<file path="src/hdl/axis_aligned_rect_ray_hit_macros.svh">
// ----------------------------------------------------------------------------
// Assertion macros for the rectangle ray hit block
// Shared concurrent assertion forms, clocked on clk and disabled in reset.
// ----------------------------------------------------------------------------
`ifndef AXIS_ALIGNED_RECT_RAY_HIT_MACROS_SVH
`define AXIS_ALIGNED_RECT_RAY_HIT_MACROS_SVH

// The condition must hold at every clock edge out of reset.
`define AARH_ASSERT_ALWAYS(lbl, cond, msg) \
	lbl: assert property (@(posedge clk) disable iff (!arst_n) (cond)) else $error(msg);

// When the antecedent holds, the consequent must hold in the same cycle.
`define AARH_ASSERT_IMPLY(lbl, ante, cons, msg) \
	lbl: assert property (@(posedge clk) disable iff (!arst_n) (ante) |-> (cons)) else $error(msg);

`endif

</file>
<file path="src/hdl/aarh_pkg.sv">
// ----------------------------------------------------------------------------
// Rectangle ray hit package
// Types, constants and helper functions shared by the block's modules.
// ----------------------------------------------------------------------------
package aarh_pkg;

	localparam int FRAC_BITS_DEF = 16;
	localparam int QUEUE_DEPTH_DEF = 4;
	localparam int DATA_W = 32;
	localparam int UV_W = 17;
	localparam int UV_ONE_LOG2 = 16;
	localparam int MAT_W = 8;
	localparam int AXIS_W = 2;
	localparam int ADDR_W = 5;
	localparam int REG_IDX_W = 3;
	localparam int PROD_W = 2 * DATA_W;
	localparam int PT_W = PROD_W + 1;

	localparam logic [UV_W-1:0] UV_ONE = UV_W'(1) << UV_ONE_LOG2;

	typedef logic signed [DATA_W-1:0] fix_t;

	localparam fix_t FIX_MAX = {1'b0, {(DATA_W-1){1'b1}}};
	localparam fix_t FIX_MIN = {1'b1, {(DATA_W-1){1'b0}}};

	// Register map, word index on the configuration port.
	typedef enum logic [REG_IDX_W-1:0] {
		REG_PLANE_AXIS   = 3'd0,
		REG_FIRST_LOW    = 3'd1,
		REG_FIRST_HIGH   = 3'd2,
		REG_SECOND_LOW   = 3'd3,
		REG_SECOND_HIGH  = 3'd4,
		REG_PLANE_OFFSET = 3'd5,
		REG_MATERIAL_ID  = 3'd6
	} reg_idx_t;

	// Plane selection codes.
	typedef enum logic [AXIS_W-1:0] {
		AXIS_XY = 2'd0,
		AXIS_XZ = 2'd1,
		AXIS_YZ = 2'd2
	} axis_t;

	// Coordinate indexes.
	localparam logic [1:0] IDX_X = 2'd0;
	localparam logic [1:0] IDX_Y = 2'd1;
	localparam logic [1:0] IDX_Z = 2'd2;

	typedef struct packed {
		logic [AXIS_W-1:0] plane_axis;
		fix_t              first_low;
		fix_t              first_high;
		fix_t              second_low;
		fix_t              second_high;
		fix_t              plane_offset;
		logic [MAT_W-1:0]  material_id;
	} cfg_t;

	typedef struct packed {
		fix_t origin_x;
		fix_t origin_y;
		fix_t origin_z;
		fix_t dir_x;
		fix_t dir_y;
		fix_t dir_z;
		fix_t t_min;
		fix_t t_max;
	} ray_t;

	typedef struct packed {
		logic             hit;
		fix_t             hit_t;
		logic [UV_W-1:0]  tex_u;
		logic [UV_W-1:0]  tex_v;
		fix_t             point_x;
		fix_t             point_y;
		fix_t             point_z;
		logic             front_face;
		logic [MAT_W-1:0] hit_material;
	} res_t;

	// Classified ray as it waits in the queue.
	typedef struct packed {
		fix_t [2:0]        org;
		fix_t [2:0]        dir;
		fix_t              t_lo;
		fix_t              t_hi;
		logic              alive;
		logic              neg;
		logic              front;
		logic [DATA_W:0]   num_mag;
		logic [DATA_W-1:0] den_mag;
	} qitem_t;

	// Sideband carried along the t divider.
	typedef struct packed {
		fix_t [2:0] org;
		fix_t [2:0] dir;
		fix_t       t_lo;
		fix_t       t_hi;
		logic       alive;
		logic       neg;
		logic       front;
	} tdiv_side_t;

	// Sideband carried along the surface coordinate divider.
	typedef struct packed {
		logic       hit;
		fix_t       t;
		fix_t [2:0] pt;
		logic       front;
		logic       span_u_nz;
	} uv_side_t;

	typedef struct packed {
		logic full;
		logic empty;
	} q_status_t;

	typedef struct packed {
		logic       ok;
		logic [1:0] n;
		logic [1:0] a;
		logic [1:0] b;
	} axis_map_t;

	// Normal axis and the two in-plane axes for each plane code.
	function automatic axis_map_t axis_map(input logic [AXIS_W-1:0] axis);
		axis_map_t m;
		m = '{ok: 1'b0, n: IDX_X, a: IDX_X, b: IDX_X};
		case (axis)
			AXIS_XY: m = '{ok: 1'b1, n: IDX_Z, a: IDX_X, b: IDX_Y};
			AXIS_XZ: m = '{ok: 1'b1, n: IDX_Y, a: IDX_X, b: IDX_Z};
			AXIS_YZ: m = '{ok: 1'b1, n: IDX_X, a: IDX_Y, b: IDX_Z};
			default: m = '{ok: 1'b0, n: IDX_X, a: IDX_X, b: IDX_X};
		endcase
		return m;
	endfunction

	// Clamp a wide signed value into the 32-bit signed range.
	function automatic fix_t sat_fix(input logic signed [PT_W-1:0] v);
		fix_t r;
		if ((&v[PT_W-1:DATA_W-1]) || !(|v[PT_W-1:DATA_W-1])) begin
			r = v[DATA_W-1:0];
		end else begin
			r = v[PT_W-1] ? FIX_MIN : FIX_MAX;
		end
		return r;
	endfunction

endpackage

</file>
<file path="src/hdl/aarh_queue.sv">
// ----------------------------------------------------------------------------
// Rectangle ray hit queue
// Short register queue that decouples the front end from the back end.
// ----------------------------------------------------------------------------
`include "axis_aligned_rect_ray_hit_macros.svh"

module aarh_queue #(
	parameter int  DEPTH  = aarh_pkg::QUEUE_DEPTH_DEF,
	parameter type ITEM_T = aarh_pkg::qitem_t
) (
	input  logic                clk,
	input  logic                arst_n,
	input  logic                push,
	input  ITEM_T               push_item,
	input  logic                pop,
	output ITEM_T               head,
	output aarh_pkg::q_status_t st
);

	localparam int PTR_W = (DEPTH > 1) ? $clog2(DEPTH) : 1;
	localparam int CNT_W = $clog2(DEPTH + 1);

	ITEM_T            mem_q [DEPTH];
	logic [PTR_W-1:0] wr_ptr_q;
	logic [PTR_W-1:0] rd_ptr_q;
	logic [CNT_W-1:0] cnt_q;

	function automatic logic [PTR_W-1:0] bump(input logic [PTR_W-1:0] p);
		return (p == PTR_W'(DEPTH - 1)) ? '0 : p + PTR_W'(1);
	endfunction

	assign head     = mem_q[rd_ptr_q];
	assign st.full  = (cnt_q == CNT_W'(DEPTH));
	assign st.empty = (cnt_q == '0);

	// Entry storage.
	always_ff @(posedge clk) begin
		if (push) begin
			mem_q[wr_ptr_q] <= push_item;
		end
	end

	// Pointers and fill count.
	always_ff @(posedge clk or negedge arst_n) begin
		if (!arst_n) begin
			wr_ptr_q <= '0;
			rd_ptr_q <= '0;
			cnt_q    <= '0;
		end else begin
			if (push) begin
				wr_ptr_q <= bump(wr_ptr_q);
			end
			if (pop) begin
				rd_ptr_q <= bump(rd_ptr_q);
			end
			case ({push, pop})
				2'b10:   cnt_q <= cnt_q + CNT_W'(1);
				2'b01:   cnt_q <= cnt_q - CNT_W'(1);
				default: cnt_q <= cnt_q;
			endcase
		end
	end

	`AARH_ASSERT_ALWAYS(a_cnt_bound, cnt_q <= CNT_W'(DEPTH), "queue count past depth")
	`AARH_ASSERT_IMPLY(a_no_overflow, push, !st.full || pop, "push into full queue")
	`AARH_ASSERT_IMPLY(a_no_underflow, pop, !st.empty, "pop from empty queue")

endmodule

</file>
<file path="config.mk">
export PLATFORM = sky130hd
export DESIGN_NAME = aarh_queue
export DESIGN_NICKNAME = d
export VERILOG_FILES = /design/src/hdl/aarh_pkg.sv /design/src/hdl/aarh_queue.sv
export VERILOG_INCLUDE_DIRS = /design/src /design/src/hdl
export SDC_FILE = /design/constraint.sdc
export NUM_CORES = 1
export LEC_CHECK = 0
export BUFFER_PORTS_ARGS = -buffer_cell sky130_fd_sc_hd__buf_2
export CAP_MARGIN = 20
export CORE_MARGIN = 5
export CORE_UTILIZATION = 25
export CTS_BUF_LIST = sky130_fd_sc_hd__clkbuf_8
export DETAILED_ROUTE_END_ITERATION = 10
export PLACE_DENSITY_LB_ADDON = 0.3
export SETUP_SLACK_MARGIN = 0.02
export SLEW_MARGIN = 40
export SYNTH_ARGS = -nofsm -noshare
export SYNTH_HDL_FRONTEND = slang
export SYNTH_SLANG_ARGS = --single-unit
export TNS_END_PERCENT = 30
</file>
<file path="constraint.sdc">
create_clock -name clk -period 12.4 [get_ports clk]
set_clock_uncertainty 0.1 [all_clocks]
set_input_delay 0.62 -clock clk [delete_from_list [all_inputs] [get_ports clk]]
set_output_delay 0.62 -clock clk [all_outputs]
set_load 0.05 [all_outputs]
</file>
* After elaboration in Yosys (flattened, before gate mapping)
Memories as Yosys holds them, arrays and structs flattened.
Index checks and enable logic that the tools add are counted.
** Word-level totals
- Flip-flop bits (word level) :: 7
- Memory bits (writable) :: 1296
- Input bits :: 328
- Memories kept :: 1
** Memory list
- mem_q :: depth 4, width 324, read ports 1, clocked after memory_dff 0, wr ports 1, line aarh_queue.sv:23 : ITEM_T mem_q [DEPTH];
** Operators by class
- Add/subtract/negate cells :: 4
- Equal/unequal tests :: 5
- Mux-type cells :: 5
- Reductions and logical operators :: 2
** Operators by type and width (number)
- equality test 2 bit (second input constant) :: 3
- case mux 3 bit (2 select lines) :: 1
- adder 2 x 1 -> 2 bit (second input constant) :: 2
- 2-to-1 mux 2 bit :: 2
- adder 3 x 1 -> 3 bit (second input constant) :: 1
- equality test 3 bit (second input constant) :: 1
- zero test 3 bit :: 1
- subtractor 3 x 1 -> 3 bit (second input constant) :: 1
- equality test 2 x 1 -> 1 bit (second input constant) :: 1
- 2-to-1 mux 1 bit :: 2
- nonzero test 2 bit :: 1

* Depth between registers and ports, before layout
- Depth after elaboration :: 2
- Mapped depth :: 7
- Depth with buffers taken out :: 7

* Worst setup path before layout
OpenSTA, ideal clock, no wires.
- Kind :: reg2reg
- Start point :: register wr_ptr_q[0]
- End point :: memory mem_q[0][0] (netlist bit), enable pin
- Data arrival time :: 7.944 ns
- Data required time :: 11.574 ns
- Slack :: 3.630 ns
- Stages on the path, launching flop included :: 4
- Period minus slack after synthesis :: 8.770 ns
- Cell sequence :: dfrtp_1 -> inv_1 -> ha_1 -> and2_1
** RTL lines
- start: declaration :: line aarh_queue.sv:24 : logic [PTR_W-1:0] wr_ptr_q;
- start signal: assignment :: line aarh_queue.sv:51 : wr_ptr_q <= bump(wr_ptr_q);
- end: declaration :: line aarh_queue.sv:23
Straight into the memory's write port.

==> results.toml <==
[synthesis]
synth_warnings = 0
synth_top_family_by_area = "multiplexers"
yosys.area_share.simple = 0.00114
synth_top_cell_by_area = "edfxtp_1"
syn_area_per_cell_um2 = 27.2
synth_xor_xnor_area_share = 0.000558
synth_nets = 2065
synth_ff_type = "edfxtp_1"
yosys.area_share.adder = 0.00202
async_reset_ff_frac = 0.00537
muxShareOfSynthArea = 0.156
syn_inst = 1730
synth_seq_cells = 1303
netlist_top_cells_area = "edfxtp_1, mux4_2, buf_6"
synth_edf_count = 1296
synth_area_mm2 = 0.0471
synth-compound-area-share = 0.000212
yosysUniqueCellTypes = 22
yosysSeqAreaShare = 0.830
netlist.area_leader.share = 0.826

[layout]
syn2layout_area_growth_pct = 29.5
postLayoutCoreUtil = 0.325
layout_common_cells = "edfxtp_1, buf_2, dlygate4sd3_1, mux4_2, clkbuf_8"
final_common_cell = "edfxtp_1"
finalInstanceArea_mm2 = 0.0610
layout.nets = 3223
final_cells = 5567
drive_above_1_share = 0.419

[clock_tree]
cts_tree = "yes"
cts-resized-gates = 0
cts-root-buf = "clkbuf_8"
clockBufferDepth = 3
htree_levels = 4
clk_pin_slew_ps = 60
cts_sinks = 1303
cts_made_buffers = 214
clock_latency_ps = 930

[sta]
rsz0062_at_grt = "false"
final.period_utilization = 0.403
fmax_mhz = 200
setup_tns_ps = 0
drv_slew = 0
slew_headroom = 0.431
layout_setup_ws_ps = 7400
setup_viol = 0
period_needed_ps = 5000
hold_viol = 0
holdWs_ps = 326
tightest_slew_ps = 853

[place]
pre_cts_ws_ps = 8270
routabilityCongestion = 0.723
placed_cells = 4836
placed_area_mm2 = 0.0536
hpwl_mm = 73.3
port_buffers = 653

[critical_path]
r2r_end = "mem_q[3][163]"
worst-path-buf-inv = 5
cp-startpoint = "rd_ptr_q[0]"
critPathCapture = "head[152]"
cp_max_fo = 60
r2r_start = "wr_ptr_q[0]"
required_ps = 11680
slowest_delay_ps = 760
path_depth = 6
start_kind = "flip-flop"
arrival_ps = 4280
cpLargestDelayFamily = "buffers and inverters"
slowest_stage = "dfrtp_4"
end_kind = "output pin"
worst-setup-path-type = "flip-flop to output pin"
ff2ff_path_depth = 5
crit_chain = "buf_12 -> buf_16 -> buf_12 -> buf_16 -> mux4_2 -> buf_2"
r2r_setup_slack_ps = 8790

[power_and_ir_drop]
p_per_area_mw_per_mm2 = 253
p_leak_nw = 20.7
ir_worst_vdd_mv = 0.174
finalPower_mw = 15.5

[route]
drc = 0
drt-total-wl_mm = 116
wl_per_cell_um = 20.9
num_vias = 22700
ant_nets = 0
drt-pass1-iter-count = 5
viasPerCell = 4.08
first_iter_violations = 1165

[floorplan]
core_area_mm2 = 0.188
dieArea_mm2 = 0.197
ios = 654
die_w_um = 444
start_util = 0.251
die_height_um = 444
rows = 159

[worst_hold_path]
min_path_type = "input port to flip-flop"

[grt]
track_usage = 0.115
grt_overflow = 0
antenna_found_initial = 18
grt_max_degree = 119
grt_pass1_wl_mm = 168
grt_pass1_vias = 24500

[status]
status = "finished clean"

[flow_run]
cap_violations = 0
## cell families after synthesis
logic type      Yosys count
compound gates            2
flops                  1303
simple gates             10
fa+ha+maj                 7
xor+xnor                  3
buf+inv                  78
mux                     327
## state kept, by name, indices dropped and copies added (netlist names)
register  flops
rd_ptr_q      2
mem_q      1296
wr_ptr_q      2
cnt_q         3
## cell usage after synthesis, types with 2 or more instances
master    instances
edfxtp_1       1296
mux4_2          324
buf_2            31
buf_4            18
buf_6            16
dfrtp_1           7
clkbuf_1          6
ha_1              6
inv_1             6
and2_1            4
mux2_2            2
nor2_1            2
o21ai_0           2
xor2_1            2
## final cells by class
cell class | instances | area (um^2)
Tap cell | 2495 | 3120
Antenna cell | 16 | 40.0
Clock buffer | 221 | 3040
Clock inverter | 163 | 1030
Multi-Input combinational cell | 349 | 7520
Inverter | 6 | 22.5
Timing Repair Buffer | 1014 | 7160
Fill cell | 17900 | 127000
Sequential cell | 1303 | 39100
## report_power, final
| group | leakage (nW) | total, mW | switching [mW] | internal, mW |
|---|---|---|---|---|
| registers | 12.0 | 5.80 | 0.166 | 5.64 |
| clock network | 2.36 | 3.56 | 1.71 | 1.85 |
| logic | 6.40 | 6.09 | 4.34 | 1.75 |
## per-layer routing
metal  routed length (um)  up-vias  GRT usage
met2                61500      595      0.202
met5                    0        -          0
met3                 6220      250     0.0320
met1                43600    11900      0.128
met4                 5190        0     0.0564
li1                     -     9952          -
## what timing repair did
action / 4_1_cts / 5_1_grt
buffers inserted: 0 / 0
endpoints found under the hold margin: 1312 / 0
hold buffers: 328 / 0
## worst min path at each step
stage	from	to	slack, ps	cells after the start
3_5_place_dp	arst_n	cnt_q[1]	370	1
4_1_cts	push_item[42]	mem_q[1][42]	150	2
3_3_place_gp	arst_n	cnt_q[1]	370	1
5_1_grt	push_item[44]	mem_q[2][44]	190	2
6_report	push_item[241]	mem_q[1][241]	330	2
2_1_floorplan	arst_n	cnt_q[0]	220	0
Note: power is estimated with default switching activity, not from simulation.
