**src/hdl/axis_aligned_rect_ray_hit_macros.svh**
```systemverilog
// ----------------------------------------------------------------------------
// Assertion macros for the rectangle ray hit block
// Shared concurrent assertion forms, clocked on clk and disabled in reset.
// ----------------------------------------------------------------------------
`ifndef AXIS_ALIGNED_RECT_RAY_HIT_MACROS_SVH
`define AXIS_ALIGNED_RECT_RAY_HIT_MACROS_SVH

// The condition must hold at every clock edge out of reset.
`define AARH_ASSERT_ALWAYS(lbl, cond, msg) \
	lbl: assert property (@(posedge clk) disable iff (!arst_n) (cond)) else $error(msg);

// When the antecedent holds, the consequent must hold in the same cycle.
`define AARH_ASSERT_IMPLY(lbl, ante, cons, msg) \
	lbl: assert property (@(posedge clk) disable iff (!arst_n) (ante) |-> (cons)) else $error(msg);

`endif

```
**src/hdl/aarh_pkg.sv**
```systemverilog
// ----------------------------------------------------------------------------
// Rectangle ray hit package
// Types, constants and helper functions shared by the block's modules.
// ----------------------------------------------------------------------------
package aarh_pkg;

	localparam int FRAC_BITS_DEF = 16;
	localparam int QUEUE_DEPTH_DEF = 4;
	localparam int DATA_W = 32;
	localparam int UV_W = 17;
	localparam int UV_ONE_LOG2 = 16;
	localparam int MAT_W = 8;
	localparam int AXIS_W = 2;
	localparam int ADDR_W = 5;
	localparam int REG_IDX_W = 3;
	localparam int PROD_W = 2 * DATA_W;
	localparam int PT_W = PROD_W + 1;

	localparam logic [UV_W-1:0] UV_ONE = UV_W'(1) << UV_ONE_LOG2;

	typedef logic signed [DATA_W-1:0] fix_t;

	localparam fix_t FIX_MAX = {1'b0, {(DATA_W-1){1'b1}}};
	localparam fix_t FIX_MIN = {1'b1, {(DATA_W-1){1'b0}}};

	// Register map, word index on the configuration port.
	typedef enum logic [REG_IDX_W-1:0] {
		REG_PLANE_AXIS   = 3'd0,
		REG_FIRST_LOW    = 3'd1,
		REG_FIRST_HIGH   = 3'd2,
		REG_SECOND_LOW   = 3'd3,
		REG_SECOND_HIGH  = 3'd4,
		REG_PLANE_OFFSET = 3'd5,
		REG_MATERIAL_ID  = 3'd6
	} reg_idx_t;

	// Plane selection codes.
	typedef enum logic [AXIS_W-1:0] {
		AXIS_XY = 2'd0,
		AXIS_XZ = 2'd1,
		AXIS_YZ = 2'd2
	} axis_t;

	// Coordinate indexes.
	localparam logic [1:0] IDX_X = 2'd0;
	localparam logic [1:0] IDX_Y = 2'd1;
	localparam logic [1:0] IDX_Z = 2'd2;

	typedef struct packed {
		logic [AXIS_W-1:0] plane_axis;
		fix_t              first_low;
		fix_t              first_high;
		fix_t              second_low;
		fix_t              second_high;
		fix_t              plane_offset;
		logic [MAT_W-1:0]  material_id;
	} cfg_t;

	typedef struct packed {
		fix_t origin_x;
		fix_t origin_y;
		fix_t origin_z;
		fix_t dir_x;
		fix_t dir_y;
		fix_t dir_z;
		fix_t t_min;
		fix_t t_max;
	} ray_t;

	typedef struct packed {
		logic             hit;
		fix_t             hit_t;
		logic [UV_W-1:0]  tex_u;
		logic [UV_W-1:0]  tex_v;
		fix_t             point_x;
		fix_t             point_y;
		fix_t             point_z;
		logic             front_face;
		logic [MAT_W-1:0] hit_material;
	} res_t;

	// Classified ray as it waits in the queue.
	typedef struct packed {
		fix_t [2:0]        org;
		fix_t [2:0]        dir;
		fix_t              t_lo;
		fix_t              t_hi;
		logic              alive;
		logic              neg;
		logic              front;
		logic [DATA_W:0]   num_mag;
		logic [DATA_W-1:0] den_mag;
	} qitem_t;

	// Sideband carried along the t divider.
	typedef struct packed {
		fix_t [2:0] org;
		fix_t [2:0] dir;
		fix_t       t_lo;
		fix_t       t_hi;
		logic       alive;
		logic       neg;
		logic       front;
	} tdiv_side_t;

	// Sideband carried along the surface coordinate divider.
	typedef struct packed {
		logic       hit;
		fix_t       t;
		fix_t [2:0] pt;
		logic       front;
		logic       span_u_nz;
	} uv_side_t;

	typedef struct packed {
		logic full;
		logic empty;
	} q_status_t;

	typedef struct packed {
		logic       ok;
		logic [1:0] n;
		logic [1:0] a;
		logic [1:0] b;
	} axis_map_t;

	// Normal axis and the two in-plane axes for each plane code.
	function automatic axis_map_t axis_map(input logic [AXIS_W-1:0] axis);
		axis_map_t m;
		m = '{ok: 1'b0, n: IDX_X, a: IDX_X, b: IDX_X};
		case (axis)
			AXIS_XY: m = '{ok: 1'b1, n: IDX_Z, a: IDX_X, b: IDX_Y};
			AXIS_XZ: m = '{ok: 1'b1, n: IDX_Y, a: IDX_X, b: IDX_Z};
			AXIS_YZ: m = '{ok: 1'b1, n: IDX_X, a: IDX_Y, b: IDX_Z};
			default: m = '{ok: 1'b0, n: IDX_X, a: IDX_X, b: IDX_X};
		endcase
		return m;
	endfunction

	// Clamp a wide signed value into the 32-bit signed range.
	function automatic fix_t sat_fix(input logic signed [PT_W-1:0] v);
		fix_t r;
		if ((&v[PT_W-1:DATA_W-1]) || !(|v[PT_W-1:DATA_W-1])) begin
			r = v[DATA_W-1:0];
		end else begin
			r = v[PT_W-1] ? FIX_MIN : FIX_MAX;
		end
		return r;
	endfunction

endpackage

```
**src/hdl/aarh_if.sv**
```systemverilog
// ----------------------------------------------------------------------------
// Rectangle ray hit stream interfaces
// Valid/ready channels for incoming rays and outgoing hit results.
// ----------------------------------------------------------------------------
interface aarh_ray_if;
	logic           valid;
	logic           ready;
	aarh_pkg::ray_t data;

	modport source (output valid, output data, input ready);
	modport sink (input valid, input data, output ready);
endinterface


```
**src/hdl/aarh_front.sv**
```systemverilog
// ----------------------------------------------------------------------------
// Rectangle ray hit front end
// Accepts rays, picks the normal axis and forms the t numerator and divisor.
// ----------------------------------------------------------------------------
module aarh_front (
	input  aarh_pkg::cfg_t      cfg,
	aarh_ray_if.sink            rays,
	input  aarh_pkg::q_status_t qs,
	output logic                push,
	output aarh_pkg::qitem_t    item
);

	aarh_pkg::axis_map_t         amap;
	aarh_pkg::fix_t [2:0]        org_v;
	aarh_pkg::fix_t [2:0]        dir_v;
	aarh_pkg::fix_t              on;
	aarh_pkg::fix_t              dn;
	logic [aarh_pkg::DATA_W:0]   num;
	logic [aarh_pkg::DATA_W:0]   num_neg;
	logic [aarh_pkg::DATA_W:0]   den_neg;

	// Accept whenever the queue has room.
	assign rays.ready = !qs.full;
	assign push       = rays.valid && rays.ready;

	// Origin and direction as vectors indexed by axis.
	assign org_v = {rays.data.origin_z, rays.data.origin_y, rays.data.origin_x};
	assign dir_v = {rays.data.dir_z, rays.data.dir_y, rays.data.dir_x};

	assign amap = aarh_pkg::axis_map(cfg.plane_axis);
	assign on   = org_v[amap.n];
	assign dn   = dir_v[amap.n];

	// Numerator k - origin_n and divisor dir_n in sign and magnitude form.
	assign num     = {cfg.plane_offset[aarh_pkg::DATA_W-1], cfg.plane_offset}
	               - {on[aarh_pkg::DATA_W-1], on};
	assign num_neg = (aarh_pkg::DATA_W+1)'(0) - num;
	assign den_neg = (aarh_pkg::DATA_W+1)'(0) - {dn[aarh_pkg::DATA_W-1], dn};

	always_comb begin
		item.org     = org_v;
		item.dir     = dir_v;
		item.t_lo    = rays.data.t_min;
		item.t_hi    = rays.data.t_max;
		item.alive   = amap.ok && (dn != '0);
		item.neg     = num[aarh_pkg::DATA_W] ^ dn[aarh_pkg::DATA_W-1];
		item.front   = dn[aarh_pkg::DATA_W-1];
		item.num_mag = num[aarh_pkg::DATA_W] ? num_neg : num;
		item.den_mag = dn[aarh_pkg::DATA_W-1] ? den_neg[aarh_pkg::DATA_W-1:0] : dn;
	end

endmodule

```
**src/flat_wrapper.sv**
```systemverilog
// flat-port wrapper written by rule: the top's interface ports become plain ports
module aarh_front_flat 
  (cfg, qs, push, item, rays_valid, rays_data, rays_ready);
  aarh_ray_if rays_i ();
  input  aarh_pkg::cfg_t cfg;
  input  aarh_pkg::q_status_t qs;
  output logic push;
  output aarh_pkg::qitem_t item;
  input wire logic [$bits(rays_i.valid)-1:0] rays_valid;
  input wire logic [$bits(rays_i.data)-1:0] rays_data;
  output wire logic [$bits(rays_i.ready)-1:0] rays_ready;
  assign rays_i.valid = rays_valid;
  assign rays_i.data = rays_data;
  assign rays_ready = rays_i.ready;
  aarh_front u_core (.cfg(cfg), .rays(rays_i), .qs(qs), .push(push), .item(item));
endmodule
```
**config.mk**
```make
export PLATFORM = sky130hd
export DESIGN_NAME = aarh_front_flat
export DESIGN_NICKNAME = d
export VERILOG_FILES = /design/src/hdl/axis_aligned_rect_ray_hit_macros.svh /design/src/hdl/aarh_pkg.sv /design/src/hdl/aarh_if.sv /design/src/hdl/aarh_front.sv /design/src/flat_wrapper.sv
export SDC_FILE = /design/constraint.sdc
export NUM_CORES = 1
export LEC_CHECK = 0
export ABC_AREA = 1
export BUFFER_PORTS_ARGS = -buffer_cell sky130_fd_sc_hd__buf_2
export CAP_MARGIN = 5
export CORE_AREA = 2 2 296 298
export DETAILED_ROUTE_END_ITERATION = 10
export DIE_AREA = 0 0 298 300
export GPL_ROUTABILITY_DRIVEN = 1
export GPL_TIMING_DRIVEN = 0
export SYNTH_ARGS = -nofsm -noshare
export SYNTH_HDL_FRONTEND = slang
export SYNTH_SLANG_ARGS = --single-unit
```
**constraint.sdc**
```tcl
create_clock -name vclk -period 4.6
set_clock_uncertainty 0.1 [all_clocks]
set_input_delay 0.69 -clock vclk [all_inputs]
set_output_delay 0.69 -clock vclk [all_outputs]
set_load 0.01 [all_outputs]
```
# [Yosys cells after proc, flatten, opt, wreduce, memory -nomap -nowiden]
# Cells that the tools add are included.
# Widths: inputs -> output; s select.
[op_classes] n_mux=7 div_mod_pow=0 n_eq_ne=2 n_lt_le_gt_ge=1 shift=0 n_mul=0 n_bitwise=1 addsub=3 reduce_logical=5
[op_table] cell="$bmux 32 s2" count=2
[op_table] cell="$mux 32" count=3
[op_table] cell="$mux 33" count=1
[op_table] cell="$sub 1x33->33 const A" count=1
[op_table] cell="$sub 32x32->33" count=1
[op_table] cell="$reduce_bool 32->1" count=1
[op_table] cell="$sub 1x32->32 const A" count=1
[op_table] cell="$pmux 7 s3" count=1
[op_table] cell="$lt 2x3->1 const B" count=1
[op_table] cell="$eq 2x1->1 const B" count=1
[op_table] cell="$eq 2x2->1 const B" count=1
[op_table] cell="$logic_and 1x1->1" count=2
[op_table] cell="$logic_not 2->1" count=1
[op_table] cell="$logic_not 1->1" count=1
[op_table] cell="$xor 1x1->1" count=1
[totals] out_inout_bits=326 input_bits=429 regBits=0 latchBits=0 ramBits=0 elab_cells=19 rom_bits=0 n_memories=0

# [Depth between registers and ports, before layout]
[depth] word_depth=7 ltp_mapped=29

# [Worst setup path before layout]
# Ideal clock, no wire load.
[synth_timing] path_kind="input to output" from="in cfg[169] (netlist name)" to="out item[54] (netlist name)" path_slack_ns=0.049 path_stages=22 arrival_time_ns=3.761 required_ns=3.810 path_buffers=4 cell_sequence="buf_6 nor2_4 buf_6 buf_2 inv_1 clkbuf_1 nor2_1 nor2_1 ha_1 fa_1 ha_1 inv_1 a21oi_1 nand3_1 nor2_1 nand2_1 nor2_4 nand2_2 nor2_4 nand3_2 o21bai_4 xor2_1"
[synth_rtl] element="start: declaration" line_no="flat_wrapper.sv:5" source="input aarh_pkg::cfg_t cfg;"
[synth_rtl] element="end: declaration" line_no="flat_wrapper.sv:8" source="output aarh_pkg::qitem_t item;"

==> out/results.ini <==
[placed_design]
place_worst_setup_slack_ps=-2060
detailed_place_hpwl_mm=68.5
dpl-instance-area_sq_um=11900
place_congestion=0.916
numPortBuffers=553
numPlacedInstances=3093

[cells_and_area]
multi_input_area_sq_um=5910
final_common_cell=sky130_fd_sc_hd__buf_2
final_core_utilization=0.160
nFlopsAndLatches=0
syn_to_final_growth_pct=80.4
num-nets-final=2459
nFillCells=10200
num-clock-buffers=0
seq_area_sq_um=0
fin_cells=3166
most_used_cells_in_the_layout_excluding_fill_and_tap_cells=550 x sky130_fd_sc_hd__buf_2, 350 x sky130_fd_sc_hd__nand2_1, 304 x sky130_fd_sc_hd__buf_4
fraction_of_final_layout_cells_sized_beyond_drive_strength_1=0.578
final_design_area_no_fill_sq_um=13800

[synthesis]
synth_top_family_by_area=simple AND/OR/NAND/NOR gates
synth.avg_cell_area_sq_um=5.53
post_synth_and_or_nand_nor_area_fraction=0.392
synth_largest_area_cell=sky130_fd_sc_hd__buf_4
ys_top_cells_by_area=sky130_fd_sc_hd__buf_4 25%, sky130_fd_sc_hd__nand2_1 20%, sky130_fd_sc_hd__inv_1 10%
synth-compound-area-share=0.108
mappedNetlistNets=1849
synth_xor_area_frac=0.0638
syn-instance-count=1385
synth_cell_types=50
share_of_synthesized_area_occupied_by_flip_flops_and_latches=0
warnings_synthesis=0
yosys.area_share.adder=0.0581
netlist_area_sq_um=7660
synth_top_cell_area_share=0.252
yosys-mux-area-fraction=0

[min_path]
worstHoldPathCells=2
hold_path_class=input port to output port

[power]
clock_network_fraction_of_total_power=0
total_leakage_power_nw=7.36
finalPower_mw=2.46
int_pwr_mw=1.01
total_switching_power_mw=1.45
seq_power_share=0
switching_share=0.589
power.combinational.fraction=1.000
worst_voltage_drop_across_the_vdd_grid_mv=0.134
p_per_area_nw_per_um2=178

[run]
max_cap_violations=0

[die]
rows=108
boundaryPins=755
fp.dieH_um=300
die_w_um=298
starting_utilization_of_the_core_area=0.0889
die_area_sq_um=89400
core_area_sq_um=86200

[route]
detailroute.via_count=11100
drt-wirelength-per-cell_um=23.7
drt_first_iter_violations=697
drc=0
drt-vias-per-instance=3.51
detail_route.wirelength_mm=75.1
detail-route-antenna-nets=0
drt_pass_1_iters=5

[run_status]
status=finished with violations
violated_checks=negative setup slack

[global_routing]
track_usage=0.158
antenna_violations_before_repair=81
gr-usage-met3=0.0812
grt_busiest_layer=met2
grt_use_met1=0.192
grt_start_max_net_pins=19
grtUsageMet2=0.257
first_global_vias=10600
grt_pass1_wl_mm=94.5
global_route.overflow_total=0

[timing]
fin_setup_tns_ps=-2360
final.period_utilization=1.05
timing.final.max_slew_violations=0
final_critical_path_setup_slack_ps=-218
maxSlewHeadroom=0.426
achievable-frequency_ghz=0.208
finalHoldViolCount=0
fin_crit_period_ps=4820
setup_repair_after_global_routing_missed_its_margin=true
timing.final.setup_violations=20
worst_slew_pin_slew_ps=862
finalHoldWorstSlack_ps=1460

[worst_setup_path]
crit_required_ps=3810
timing.critical_path.arrival_ps=4030
crit_path_end_kind=output port
start_kind=input port
critPathMaxFanout=8
critPathKind=input port to output port

[worst max-delay path, stage by stage]
cell	delay [ps]
sky130_fd_sc_hd__buf_12	130
sky130_fd_sc_hd__inv_8	70
sky130_fd_sc_hd__nand2_8	50
sky130_fd_sc_hd__buf_12	130
sky130_fd_sc_hd__buf_12	140
sky130_fd_sc_hd__clkbuf_16	170
sky130_fd_sc_hd__o22ai_2	110
sky130_fd_sc_hd__nor2_2	60
sky130_fd_sc_hd__ha_2	180
sky130_fd_sc_hd__fa_2	570
sky130_fd_sc_hd__ha_4	130
sky130_fd_sc_hd__inv_2	30
sky130_fd_sc_hd__a21oi_2	110
sky130_fd_sc_hd__nand3_2	110
sky130_fd_sc_hd__buf_4	150
sky130_fd_sc_hd__buf_6	100
sky130_fd_sc_hd__buf_4	120
sky130_fd_sc_hd__buf_4	120
sky130_fd_sc_hd__buf_4	120
sky130_fd_sc_hd__buf_4	120
sky130_fd_sc_hd__buf_4	120
sky130_fd_sc_hd__buf_4	130
sky130_fd_sc_hd__nand2_4	70
sky130_fd_sc_hd__xnor2_2	120
sky130_fd_sc_hd__buf_2	160
[cells by family after synthesis]
| group | after synthesis |
|---|---|
| compound gates | 112 |
| fa+ha+maj | 35 |
| xor+xnor | 55 |
| simple gates | 684 |
| buf+inv | 499 |
[final timing paths]
| path | start | end | slack (ps) |
|---|---|---|---|
| worst max-delay path | cfg[169] | item[36] | -220 |
| worst min-delay path | rays_data[32] | item[100] | 1460 |
[power by group through the flow]
stage	Sequential, mW	Clock [mW]	Combinational, mW
floorplan	0	0	1.17
detailed placement	0	0	2.06
global route	0	0.0000000291	2.67
global placement	0	0	2.06
CTS	0	0	2.27
finish	0	0.000000530	2.46
[final cells by class]
type,instances,share of cell area
inverters,217,0.0603
well taps,1155,0.105
repair buffers,610,0.243
plain buffers,280,0.161
multi-input cells,886,0.427
diodes,18,0.00326
[timing repair]
action | in CTS | in global routing
pin swaps | 38 | 36
hold buffers | 0 | 0
buffers inserted | 39 | 16
gates resized for setup | 133 | 181
gates cloned | 2 | 1
setup endpoints to repair | 33 | 33
[layer usage]
metal	vias to the layer above	wire [um]
met4	36	1370
met2	631	33000
met1	5013	29000
li1	5304	-
met3	115	11600
met5	-	217
[synth_stat cells, types with 4 or more instances]
cell and count:
sky130_fd_sc_hd__nor3_1 6, sky130_fd_sc_hd__o21ai_0 12, sky130_fd_sc_hd__nand3_2 6, sky130_fd_sc_hd__nand2_2 20, sky130_fd_sc_hd__and3_1 4, sky130_fd_sc_hd__or2_2 19, sky130_fd_sc_hd__o211ai_1 9, sky130_fd_sc_hd__nor2_1 91
sky130_fd_sc_hd__buf_2 8, sky130_fd_sc_hd__nand4_1 14, sky130_fd_sc_hd__o221ai_1 18, sky130_fd_sc_hd__nor3_2 4, sky130_fd_sc_hd__nand3b_1 9, sky130_fd_sc_hd__o22ai_1 12, sky130_fd_sc_hd__a21oi_1 23, sky130_fd_sc_hd__clkbuf_1 12
sky130_fd_sc_hd__o21bai_1 12, sky130_fd_sc_hd__xnor2_1 11, sky130_fd_sc_hd__o21ai_1 5, sky130_fd_sc_hd__buf_4 257, sky130_fd_sc_hd__xor2_1 43, sky130_fd_sc_hd__inv_1 206, sky130_fd_sc_hd__nand2_1 408, sky130_fd_sc_hd__ha_1 34
sky130_fd_sc_hd__o211ai_2 6, sky130_fd_sc_hd__nand3_1 76, sky130_fd_sc_hd__inv_2 9, sky130_fd_sc_hd__buf_6 4, sky130_fd_sc_hd__nor2_2 15, sky130_fd_sc_hd__a31oi_1 4
Note: power is estimated with default switching activity, not from simulation.
