===== config.mk =====
export PLATFORM = sky130hd
export DESIGN_NAME = aarh_cfg_regs
export DESIGN_NICKNAME = d
export VERILOG_FILES = /design/src/hdl/axis_aligned_rect_ray_hit_macros.svh /design/src/hdl/aarh_pkg.sv /design/src/hdl/aarh_cfg_regs.sv
export SDC_FILE = /design/constraint.sdc
export NUM_CORES = 1
export LEC_CHECK = 0
export BUFFER_PORTS_ARGS = -buffer_cell sky130_fd_sc_hd__buf_2
export CORE_ASPECT_RATIO = 1.5
export CORE_UTILIZATION = 48
export CTS_BUF_LIST = sky130_fd_sc_hd__clkbuf_8
export DETAILED_ROUTE_END_ITERATION = 8
export PLACE_DENSITY = 0.79
export SYNTH_ARGS = -nofsm -noshare
export SYNTH_HDL_FRONTEND = slang
export SYNTH_SLANG_ARGS = --single-unit

===== constraint.sdc =====
create_clock -name clk -period 1.5 [get_ports clk]
set_input_delay 0.225 -clock clk [delete_from_list [all_inputs] [get_ports clk]]
set_output_delay 0.225 -clock clk [all_outputs]
set_load 0.01 [all_outputs]

===== src/hdl/axis_aligned_rect_ray_hit_macros.svh =====
// ----------------------------------------------------------------------------
// Assertion macros for the rectangle ray hit block
// Shared concurrent assertion forms, clocked on clk and disabled in reset.
// ----------------------------------------------------------------------------
`ifndef AXIS_ALIGNED_RECT_RAY_HIT_MACROS_SVH
`define AXIS_ALIGNED_RECT_RAY_HIT_MACROS_SVH

// The condition must hold at every clock edge out of reset.
`define AARH_ASSERT_ALWAYS(lbl, cond, msg) \
	lbl: assert property (@(posedge clk) disable iff (!arst_n) (cond)) else $error(msg);

// When the antecedent holds, the consequent must hold in the same cycle.
`define AARH_ASSERT_IMPLY(lbl, ante, cons, msg) \
	lbl: assert property (@(posedge clk) disable iff (!arst_n) (ante) |-> (cons)) else $error(msg);

`endif


===== src/hdl/aarh_pkg.sv =====
// ----------------------------------------------------------------------------
// Rectangle ray hit package
// Types, constants and helper functions shared by the block's modules.
// ----------------------------------------------------------------------------
package aarh_pkg;

	localparam int FRAC_BITS_DEF = 16;
	localparam int QUEUE_DEPTH_DEF = 4;
	localparam int DATA_W = 32;
	localparam int UV_W = 17;
	localparam int UV_ONE_LOG2 = 16;
	localparam int MAT_W = 8;
	localparam int AXIS_W = 2;
	localparam int ADDR_W = 5;
	localparam int REG_IDX_W = 3;
	localparam int PROD_W = 2 * DATA_W;
	localparam int PT_W = PROD_W + 1;

	localparam logic [UV_W-1:0] UV_ONE = UV_W'(1) << UV_ONE_LOG2;

	typedef logic signed [DATA_W-1:0] fix_t;

	localparam fix_t FIX_MAX = {1'b0, {(DATA_W-1){1'b1}}};
	localparam fix_t FIX_MIN = {1'b1, {(DATA_W-1){1'b0}}};

	// Register map, word index on the configuration port.
	typedef enum logic [REG_IDX_W-1:0] {
		REG_PLANE_AXIS   = 3'd0,
		REG_FIRST_LOW    = 3'd1,
		REG_FIRST_HIGH   = 3'd2,
		REG_SECOND_LOW   = 3'd3,
		REG_SECOND_HIGH  = 3'd4,
		REG_PLANE_OFFSET = 3'd5,
		REG_MATERIAL_ID  = 3'd6
	} reg_idx_t;

	// Plane selection codes.
	typedef enum logic [AXIS_W-1:0] {
		AXIS_XY = 2'd0,
		AXIS_XZ = 2'd1,
		AXIS_YZ = 2'd2
	} axis_t;

	// Coordinate indexes.
	localparam logic [1:0] IDX_X = 2'd0;
	localparam logic [1:0] IDX_Y = 2'd1;
	localparam logic [1:0] IDX_Z = 2'd2;

	typedef struct packed {
		logic [AXIS_W-1:0] plane_axis;
		fix_t              first_low;
		fix_t              first_high;
		fix_t              second_low;
		fix_t              second_high;
		fix_t              plane_offset;
		logic [MAT_W-1:0]  material_id;
	} cfg_t;

	typedef struct packed {
		fix_t origin_x;
		fix_t origin_y;
		fix_t origin_z;
		fix_t dir_x;
		fix_t dir_y;
		fix_t dir_z;
		fix_t t_min;
		fix_t t_max;
	} ray_t;

	typedef struct packed {
		logic             hit;
		fix_t             hit_t;
		logic [UV_W-1:0]  tex_u;
		logic [UV_W-1:0]  tex_v;
		fix_t             point_x;
		fix_t             point_y;
		fix_t             point_z;
		logic             front_face;
		logic [MAT_W-1:0] hit_material;
	} res_t;

	// Classified ray as it waits in the queue.
	typedef struct packed {
		fix_t [2:0]        org;
		fix_t [2:0]        dir;
		fix_t              t_lo;
		fix_t              t_hi;
		logic              alive;
		logic              neg;
		logic              front;
		logic [DATA_W:0]   num_mag;
		logic [DATA_W-1:0] den_mag;
	} qitem_t;

	// Sideband carried along the t divider.
	typedef struct packed {
		fix_t [2:0] org;
		fix_t [2:0] dir;
		fix_t       t_lo;
		fix_t       t_hi;
		logic       alive;
		logic       neg;
		logic       front;
	} tdiv_side_t;

	// Sideband carried along the surface coordinate divider.
	typedef struct packed {
		logic       hit;
		fix_t       t;
		fix_t [2:0] pt;
		logic       front;
		logic       span_u_nz;
	} uv_side_t;

	typedef struct packed {
		logic full;
		logic empty;
	} q_status_t;

	typedef struct packed {
		logic       ok;
		logic [1:0] n;
		logic [1:0] a;
		logic [1:0] b;
	} axis_map_t;

	// Normal axis and the two in-plane axes for each plane code.
	function automatic axis_map_t axis_map(input logic [AXIS_W-1:0] axis);
		axis_map_t m;
		m = '{ok: 1'b0, n: IDX_X, a: IDX_X, b: IDX_X};
		case (axis)
			AXIS_XY: m = '{ok: 1'b1, n: IDX_Z, a: IDX_X, b: IDX_Y};
			AXIS_XZ: m = '{ok: 1'b1, n: IDX_Y, a: IDX_X, b: IDX_Z};
			AXIS_YZ: m = '{ok: 1'b1, n: IDX_X, a: IDX_Y, b: IDX_Z};
			default: m = '{ok: 1'b0, n: IDX_X, a: IDX_X, b: IDX_X};
		endcase
		return m;
	endfunction

	// Clamp a wide signed value into the 32-bit signed range.
	function automatic fix_t sat_fix(input logic signed [PT_W-1:0] v);
		fix_t r;
		if ((&v[PT_W-1:DATA_W-1]) || !(|v[PT_W-1:DATA_W-1])) begin
			r = v[DATA_W-1:0];
		end else begin
			r = v[PT_W-1] ? FIX_MIN : FIX_MAX;
		end
		return r;
	endfunction

endpackage


===== src/hdl/aarh_cfg_regs.sv =====
// ----------------------------------------------------------------------------
// Rectangle ray hit configuration registers
// APB-style register file holding the plane, bounds and material.
// ----------------------------------------------------------------------------
module aarh_cfg_regs (
	input  logic                        clk,
	input  logic                        arst_n,
	input  logic                        psel,
	input  logic                        penable,
	input  logic                        pwrite,
	input  logic [aarh_pkg::ADDR_W-1:0] paddr,
	input  logic [aarh_pkg::DATA_W-1:0] pwdata,
	output logic [aarh_pkg::DATA_W-1:0] prdata,
	output logic                        pready,
	output aarh_pkg::cfg_t              cfg
);

	aarh_pkg::cfg_t     cfg_q;
	aarh_pkg::reg_idx_t idx;
	logic               wr_en;

	assign idx    = aarh_pkg::reg_idx_t'(paddr[aarh_pkg::ADDR_W-1:2]);
	assign wr_en  = psel && penable && pwrite;
	assign pready = 1'b1;
	assign cfg    = cfg_q;

	// Register writes; an index past the map is ignored.
	always_ff @(posedge clk or negedge arst_n) begin
		if (!arst_n) begin
			cfg_q <= '0;
		end else if (wr_en) begin
			unique case (idx)
				aarh_pkg::REG_PLANE_AXIS:   cfg_q.plane_axis   <= pwdata[aarh_pkg::AXIS_W-1:0];
				aarh_pkg::REG_FIRST_LOW:    cfg_q.first_low    <= pwdata;
				aarh_pkg::REG_FIRST_HIGH:   cfg_q.first_high   <= pwdata;
				aarh_pkg::REG_SECOND_LOW:   cfg_q.second_low   <= pwdata;
				aarh_pkg::REG_SECOND_HIGH:  cfg_q.second_high  <= pwdata;
				aarh_pkg::REG_PLANE_OFFSET: cfg_q.plane_offset <= pwdata;
				aarh_pkg::REG_MATERIAL_ID:  cfg_q.material_id  <= pwdata[aarh_pkg::MAT_W-1:0];
				default: ;
			endcase
		end
	end

	// Read-back mux.
	always_comb begin
		unique case (idx)
			aarh_pkg::REG_PLANE_AXIS:   prdata = aarh_pkg::DATA_W'(cfg_q.plane_axis);
			aarh_pkg::REG_FIRST_LOW:    prdata = cfg_q.first_low;
			aarh_pkg::REG_FIRST_HIGH:   prdata = cfg_q.first_high;
			aarh_pkg::REG_SECOND_LOW:   prdata = cfg_q.second_low;
			aarh_pkg::REG_SECOND_HIGH:  prdata = cfg_q.second_high;
			aarh_pkg::REG_PLANE_OFFSET: prdata = cfg_q.plane_offset;
			aarh_pkg::REG_MATERIAL_ID:  prdata = aarh_pkg::DATA_W'(cfg_q.material_id);
			default:                    prdata = '0;
		endcase
	end

endmodule


### After elaboration in Yosys (flattened, before gate mapping)

Index checks and enable logic that the tools add are counted.

* logic and storage cells: 24
* flip-flop bits (word level): 170
* input bits: 42

* mux-type cells: 1
* equal/unequal tests: 6
* reduce and logical (&&, ||, !) cells: 10

Operators by type and width (count)
* 32-bit one-hot mux with 7 select lines: 1
* 2-bit AND reduction: 7
* 3-bit equality test, second input constant: 3
* 3-bit by 2-bit equality test with 1-bit output, second input constant: 2
* 3-bit by 1-bit equality test with 1-bit output, second input constant: 1
* 3-bit zero test: 1
* 1-bit logical AND: 2

### Logic depth before layout (Yosys ltp)

Gate-level depths: netlist (run 1).

* depth in word-level cells: 3
* mapped depth: 6

### Worst setup path after synthesis (run 1)

Ideal clock, no wire load.

* path kind: in2out
* start point: in paddr[3] in the netlist's numbering
* end point: out prdata[2] in the netlist's numbering
* data required time: 1.275 ns
* arrival time: 1.270 ns
* cell stages on the path: 5
* path buffers: 2
* setup slack: 0.005 ns
* path through: buf_4 > buf_2 > mux2_2 > a221oi_1 > a31oi_1

* longest elaborated chain between the ends: 2

RTL lines
* start: declaration: RTL line aarh_cfg_regs.sv:11 `input logic [aarh_pkg::ADDR_W-1:0] paddr,`
* 3-bit equality test (tied with other cells): RTL line aarh_cfg_regs.sv:47 `unique case (idx)`
* 32-bit one-hot mux with 7 select lines *: RTL line aarh_cfg_regs.sv:47
* end: declaration: RTL line aarh_cfg_regs.sv:13 `output logic [aarh_pkg::DATA_W-1:0] prdata,`

Every way passes the cells marked *; elsewhere a longest branch is shown, timed or not.

### Worst setup path after layout (run 1)

* start point: reg cfg_q, in the netlist cfg[104]
* end point: out prdata[0] in the netlist's numbering

* longest elaborated chain between the ends: 1

RTL lines
* start: declaration: RTL line aarh_cfg_regs.sv:18 `aarh_pkg::cfg_t cfg_q;`
* 32-bit one-hot mux with 7 select lines: RTL line aarh_cfg_regs.sv:47

Every way passes these cells.

==> results of run 1 <==
==> synth_stat cells (2+ instances only) <==
master	number
nor2b_1	5
buf_6	4
nor2_1	3
buf_2	11
buf_4	16
or3_1	2
nand2_1	33
a21oi_1	6
a22oi_1	3
a221oi_1	17
mux2_2	177
nand3_1	2
a221o_1	10
a2bb2oi_1	2
mux2_4	2
o2bb2ai_1	10
a21boi_0	2
nand2b_1	3
a31oi_1	13
mux2i_1	14
o211ai_1	2
a32oi_1	3
clkbuf_1	6
a211oi_1	2
nor2_4	5
dfrtp_1	170
mux2_1	17
==> worst max path at each step <==
stage	cells past startpoint	startpoint	to	slack, ns
6_report	4	cfg[104]$_DFFE_PN0P_	prdata[0]	-0.41
5_1_grt	4	cfg[104]$_DFFE_PN0P_	prdata[0]	-0.45
4_1_cts	4	cfg[168]$_DFFE_PN0P_	prdata[0]	-0.37
3_5_place_dp	6	paddr[3]	prdata[0]	-0.23
3_3_place_gp	7	paddr[2]	prdata[18]	-0.20
2_1_floorplan	5	paddr[3]	prdata[2]	0.005
==> final cells by class <==
type	count	area share, %
antenna	4	0.09188
tap	203	2.331
timing repair buffer	378	22.77
multi-input combinational	343	31.99
clock inverter	13	1.550
clock buffer	17	2.148
inverter	1	0.06891
sequential	170	39.05
==> through the flow <==
stage | setup WS (ns) | util (%)
final | -0.4110 | 69.10
after global routing | -0.4485 | 69.10
after CTS | -0.3661 | 66.92
after detailed placement | -0.2311 | 60.94
after global placement | -0.1980 | 60.94
after floorplan | 0.005038 | -
==> logic make-up (layout without fill, tap and decap cells) <==
| family | after synthesis | in the layout | synth area share [%] |
|---|---|---|---|
| muxes | 210 | 210 | 30.15 |
| AOI/OAI and AO/OA | 71 | 71 | 7.224 |
| DFF | 170 | 170 | 54.46 |
| other | 1 | 5 | 0.04801 |
| buffers and inverters | 39 | 409 | 3.203 |
| and+or+nand+nor | 61 | 61 | 4.918 |
==> timing repair <==
| action | 4_1_cts | 5_1_grt |
|---|---|---|
| setup buffers | 62 | 23 |
| pin swaps | 23 | 8 |
| setup endpoints to repair | 32 | 32 |
| endpoints found under the hold margin | 34 | 0 |
| hold buffers | 1 | 0 |
| gates resized for setup | 19 | 32 |
==> worst max-delay path, cell delays in order, from the launching register on <==
cell	delay, ns
dfrtp_1	0.40
mux2i_1	0.19
a211oi_2	0.11
or3_4	0.40
buf_6	0.13
==> power by group <==
group          leakage (nW)  switching [W]  total (W)  internal (W)
sequential             2.17       0.000675    0.00615       0.00548
clock                 0.208        0.00172    0.00338       0.00166
combinational          3.18        0.00203    0.00442       0.00239
==> layer usage <==
layer	part of all wire (%)	wire, um	vias to the layer above	track usage (%)
met5	0	0	-	0
li1	-	-	2789	-
met2	52	12380	304	48.14
met3	6.4	1528	68	5.558
met4	4.4	1037	0	17.33
met1	37	8792	3204	32.04
==> impl_metrics.env, run 1 <==
export IMPL_outcome="complete, but fails checks"
export IMPL_violations="setup timing"
export IMPL_clk_path_buf_depth=2
export IMPL_final_layout_size_suffix_gt1_share_pct=67.79
export IMPL_synth_area_leaders="dfrtp_1 (54%), mux2_2 (26%), mux2_1 (2.5%)"
export IMPL_firstDrtPassIters=5
export IMPL_ys_seq_area_share_pct=54.46
export IMPL_period_needed_ns=1.911
export IMPL_rows=56
export IMPL_h_tree_depth=4
export IMPL_hold_worst_slack_ns=0.04518
export IMPL_io_pins=245
export IMPL_fillCellCount=1077
export IMPL_finalNonFillerCells=1129
export IMPL_synth_area_leader_cell="dfrtp_1"
export IMPL_grt_max_degree=51
export IMPL_io_buffer_count=241
export IMPL_synthCells=552
export IMPL_area_growth_pct=39.47
export IMPL_rsz0062_at_grt="yes"
export IMPL_worst_pin_slew_ns=0.6266
export IMPL_dp_hpwl_mm=16.09
export IMPL_dp_cells=1009
export IMPL_hold_viol_final=0
export IMPL_grt_pass1_wl_mm=35.16
export IMPL_finalCritPeriodShare_pct=127.4
export IMPL_synth_edff_count=0
export IMPL_cts_tree="yes"
export IMPL_hold_end="cfg[165]$_DFFE_PN0P_"
export IMPL_hold_depth=2
export IMPL_finalPower_w=0.01394
export IMPL_drt_iter0_markers=340
export IMPL_ff2ff_setup_slack_ns=0.44
export IMPL_ys_seq_elements=170
export IMPL_synth_distinct_cells=39
export IMPL_wl_per_cell_um=21.02
export IMPL_antenna_found_initial=4
export IMPL_avgViaCountPerCell=5.638
export IMPL_vias=6365
export IMPL_synth_top_area_share_pct=54.46
export IMPL_maxCapViolations=0
export IMPL_r2r_cells=3
export IMPL_avgSynthCellArea_um2=14.15
export IMPL_synth_main_ff_cell="dfrtp_1"
export IMPL_holdCritStartpoint="pwdata[29]"
export IMPL_critPathMaxFanout=2
export IMPL_layout_commonest_cell="buf_2"
export IMPL_clock_latency_ns=0.44
export IMPL_core_area_mm2=0.01577
export IMPL_fin_worst_skew_ns=0
export IMPL_place_congestion=0.8778
export IMPL_hold_class="in -> reg"
export IMPL_startpoint_type="flop"
export IMPL_worstReg2RegEnd="cfg[165]$_DFFE_PN0P_"
export IMPL_max_freq_ghz=0.5233
export IMPL_path_class="reg -> out"
export IMPL_finalMaxSlewViolations=0
export IMPL_ir_worst_vdd_mv=0.6881
export IMPL_dpl_cell_area_mm2=0.009607
export IMPL_die_area_mm2=0.01680
export IMPL_relSlewSlack_pct=58.18
export IMPL_worst_slack_ns=-0.4110
export IMPL_cts_buffers=17
export IMPL_yosys_warnings=0
export IMPL_path_clk_slew_ns=0.09
export IMPL_cts_root_buf="clkbuf_8"
export IMPL_ant_nets=0
export IMPL_die_w_um=106.2
export IMPL_async_flop_share_pct=100.0
export IMPL_multiInputGateArea_mm2=0.003485
export IMPL_largest_reg_flops=170
export IMPL_synth_area_mm2=0.007811
export IMPL_worstPathRequired_ns=1.27
export IMPL_grt_pass1_vias=6437
export IMPL_final_cell_mix="buf_2 (232), dfrtp_1 (170), mux2_2 (164)"
export IMPL_fin_tns_setup_ns=-6.317
export IMPL_finalNetCount=953
export IMPL_drcViolationCount=0
export IMPL_crit_path_end_kind="output port"
export IMPL_final_area_mm2=0.01089
export IMPL_seq_area_mm2=0.004254
export IMPL_power_leakage_nw=5.562
export IMPL_reg2reg_from="cfg[165]$_DFFE_PN0P_"
export IMPL_grt_overflow_total=0
export IMPL_die_h_um=158.2
export IMPL_clkSinkCount=170
export IMPL_crit_arrival_ns=1.69
export IMPL_powerDensity_mw_per_mm2=1280
export IMPL_initial_core_util_pct=49.55
export IMPL_wirelength_mm=23.73
export IMPL_grtUsageTotal_pct=28.02
export IMPL_syn_num_nets=594
export IMPL_setup_viol=32
Note: power is estimated with default switching activity, not from simulation.
==> run 2, diff against run 1 <==
ABC_AREA = 1   (was unset)
CORE_UTILIZATION = 49   (was 48)
==> impl_metrics.env, run 2 <==
export IMPL_synth_top_area_share_pct=51.16
export IMPL_grt_max_degree=54
export IMPL_die_area_mm2=0.01751
export IMPL_critPathBufInv=1
export IMPL_synth_most_common_cell="nand2_1"
export IMPL_h_tree_depth=4
export IMPL_die_h_um=161.6
export IMPL_critical_path_cell_chain="nand4_1 -> nand2_1 -> nor2_1 -> nand2_1 -> buf_2"
export IMPL_wirelength_mm=28.40
export IMPL_hold_depth=3
export IMPL_maxCapViolations=0
export IMPL_top_usage_layer="met2"
export IMPL_synth_area_mm2=0.008315
export IMPL_ff2ff_setup_slack_ns=0.56
export IMPL_hold_worst_slack_ns=0.01835
export IMPL_gr_usage_met3_pct=7.425
export IMPL_wl_per_cell_um=17.27
export IMPL_critPathMaxFanout=2
export IMPL_synthCells=1092
export IMPL_cp_top_family="flip-flops"
export IMPL_crit_path_frequent_cell="nand2_1"
export IMPL_path_class="reg -> out"
export IMPL_finalNetCount=1465
export IMPL_holdCritStartpoint="pwdata[10]"
export IMPL_clk_path_buf_depth=2
export IMPL_yosys_warnings=0
export IMPL_seq_area_mm2=0.004254
export IMPL_power_leakage_nw=6.474
export IMPL_worstPathRequired_ns=1.27
export IMPL_worst_slack_ns=-0.06187
export IMPL_clkSinkCount=170
export IMPL_cp_slowest_cell="dfrtp_1"
export IMPL_core_area_mm2=0.01669
export IMPL_vias=9091
export IMPL_grt_overflow_total=0
export IMPL_area_growth_pct=36.31
export IMPL_async_flop_share_pct=100.0
export IMPL_drt_iter0_markers=895
export IMPL_max_freq_ghz=0.6403
export IMPL_finalPower_w=0.01362
export IMPL_final_layout_size_suffix_gt1_share_pct=30.96
export IMPL_io_buffer_count=241
export IMPL_synth_area_leaders="dfrtp_1 (51%), nand2_1 (16%), o21ai_0 (8.4%)"
export IMPL_use_met1_pct=38.35
export IMPL_violations="DRC, setup timing"
export IMPL_path_clk_slew_ns=0.09
export IMPL_final_cell_mix="nand2_1 (359), buf_2 (223), dfrtp_1 (170)"
export IMPL_fin_worst_skew_ns=0
export IMPL_ant_nets=0
export IMPL_ys_seq_elements=170
export IMPL_antenna_found_initial=0
export IMPL_finalMaxSlewViolations=0
export IMPL_synth_area_leader_cell="dfrtp_1"
export IMPL_finalCritPeriodShare_pct=104.1
export IMPL_fillCellCount=1375
export IMPL_synth_main_ff_cell="dfrtp_1"
export IMPL_multiInputGateArea_mm2=0.003395
export IMPL_avgSynthCellArea_um2=7.615
export IMPL_avgViaCountPerCell=5.530
export IMPL_dp_hpwl_mm=18.34
export IMPL_rows=58
export IMPL_cts_tree="yes"
export IMPL_synth_distinct_cells=20
export IMPL_rsz0062_at_grt="yes"
export IMPL_crit_path_end_kind="output port"
export IMPL_ys_seq_area_share_pct=51.16
export IMPL_startpoint_type="flop"
export IMPL_period_needed_ns=1.562
export IMPL_synth_common_cells="nand2_1 (361), dfrtp_1 (170), o21ai_0 (139)"
export IMPL_final_area_mm2=0.01133
export IMPL_firstDrtPassIters=8
export IMPL_cp_slowest_stage_delay_ns=0.39
export IMPL_synth_edff_count=0
export IMPL_outcome="complete, but fails checks"
export IMPL_initial_core_util_pct=49.82
export IMPL_ir_worst_vdd_mv=0.7644
export IMPL_layout_commonest_cell="nand2_1"
export IMPL_largest_reg_flops=170
export IMPL_dpl_cell_area_mm2=0.01007
export IMPL_r2r_cells=4
export IMPL_grt_pass1_vias=8682
export IMPL_reg2reg_from="cfg[78]$_DFFE_PN0P_"
export IMPL_syn_num_nets=1134
export IMPL_cts_root_buf="clkbuf_8"
export IMPL_setup_viol=25
export IMPL_clock_latency_ns=0.46
export IMPL_diodes=0
export IMPL_grt_pass1_wl_mm=43.41
export IMPL_fin_util_pct=67.91
export IMPL_worstReg2RegEnd="cfg[78]$_DFFE_PN0P_"
export IMPL_die_w_um=108.4
export IMPL_hold_class="in -> reg"
export IMPL_hold_end="cfg[50]$_DFFE_PN0P_"
export IMPL_io_pins=245
export IMPL_dpl_worst_slack_ns=-0.08565
export IMPL_cts_buffers=17
export IMPL_hold_viol_final=0
export IMPL_powerDensity_mw_per_mm2=1201
export IMPL_place_congestion=0.8469
export IMPL_drcViolationCount=1
export IMPL_grt_use_met2_pct=53.56
export IMPL_crit_arrival_ns=1.34
export IMPL_grtUsageTotal_pct=32.60
[run 2: worst reg2reg max path: stages, from the launching register on]
cell	delay (ns)
dfrtp_1	0.39
buf_4	0.14
buf_4	0.13
o21ai_0	0.08
nand2_1	0.08
[run 2: report_power, final]
part	total, W	switching, W	internal, W	leakage (nW)
Clock	0.00322	0.00164	0.00157	0.202
Sequential	0.00607	0.000605	0.00546	2.17
Combinational	0.00433	0.00236	0.00197	4.11
Total	0.0136	0.00461	0.00901	6.47
[run 2: metrics by stage]
stage / TNS (ns) / instances
floorplan: 0 / 1092
global placement: -2.447 / 1517
detailed placement: -4.262 / 1517
CTS: -0.6791 / 1616
global route: -3.824 / 1644
finish: -0.6720 / 1644
[run 2: cells by family (layout without fill, tap and decap cells)]
kind of cell           Yosys count  after routing  share of synthesized area [%]
buffers and inverters          172            514                          8.742
flip-flops                     170            170                          51.16
AO/OA/AOI/OAI                  170            170                          10.23
AND/OR/NAND/NOR                579            579                          29.82
other                            1              1                        0.04510
[run 2: area by class of cell]
cell class	count	area share [%]
flip-flops and latches	170	37.53
multi-input cells	750	29.95
repair buffers	392	23.80
inverters	92	3.058
clock buffers	20	2.429
well taps	210	2.318
clock inverters	10	0.9162
[run 2: how the worst max path moves through the flow]
stage                             start              endpoint  slack (ns)  cells past startpoint
global route        cfg[62]$_DFFE_PN0P_            prdata[22]       -0.15                      5
finish              cfg[74]$_DFFE_PN0P_             prdata[2]       -0.06                      5
floorplan                      paddr[4]            prdata[22]        0.11                      9
CTS                 cfg[72]$_DFFE_PN0P_             prdata[0]       -0.07                      5
global placement               paddr[3]   cfg[53]$_DFFE_PN0P_       -0.05                      7
detailed placement             paddr[2]  cfg[156]$_DFFE_PN0P_       -0.09                      8
[run 2: metal layers]
metal  vias to the layer above  wire length (um)
met1                      4214             10470
met4                         0              1466
li1                       4178                 -
met5                         -                 0
met3                       124              2457
met2                       575             14000
[run 2: what timing repair did]
action | CTS | global route
buffers inserted | 68 | 27
hold buffers | 1 | 1
setup endpoints to repair | 32 | 32
hold endpoints to repair | 35 | 1
resized for setup | 5 | 31
pin swaps | 39 | 32
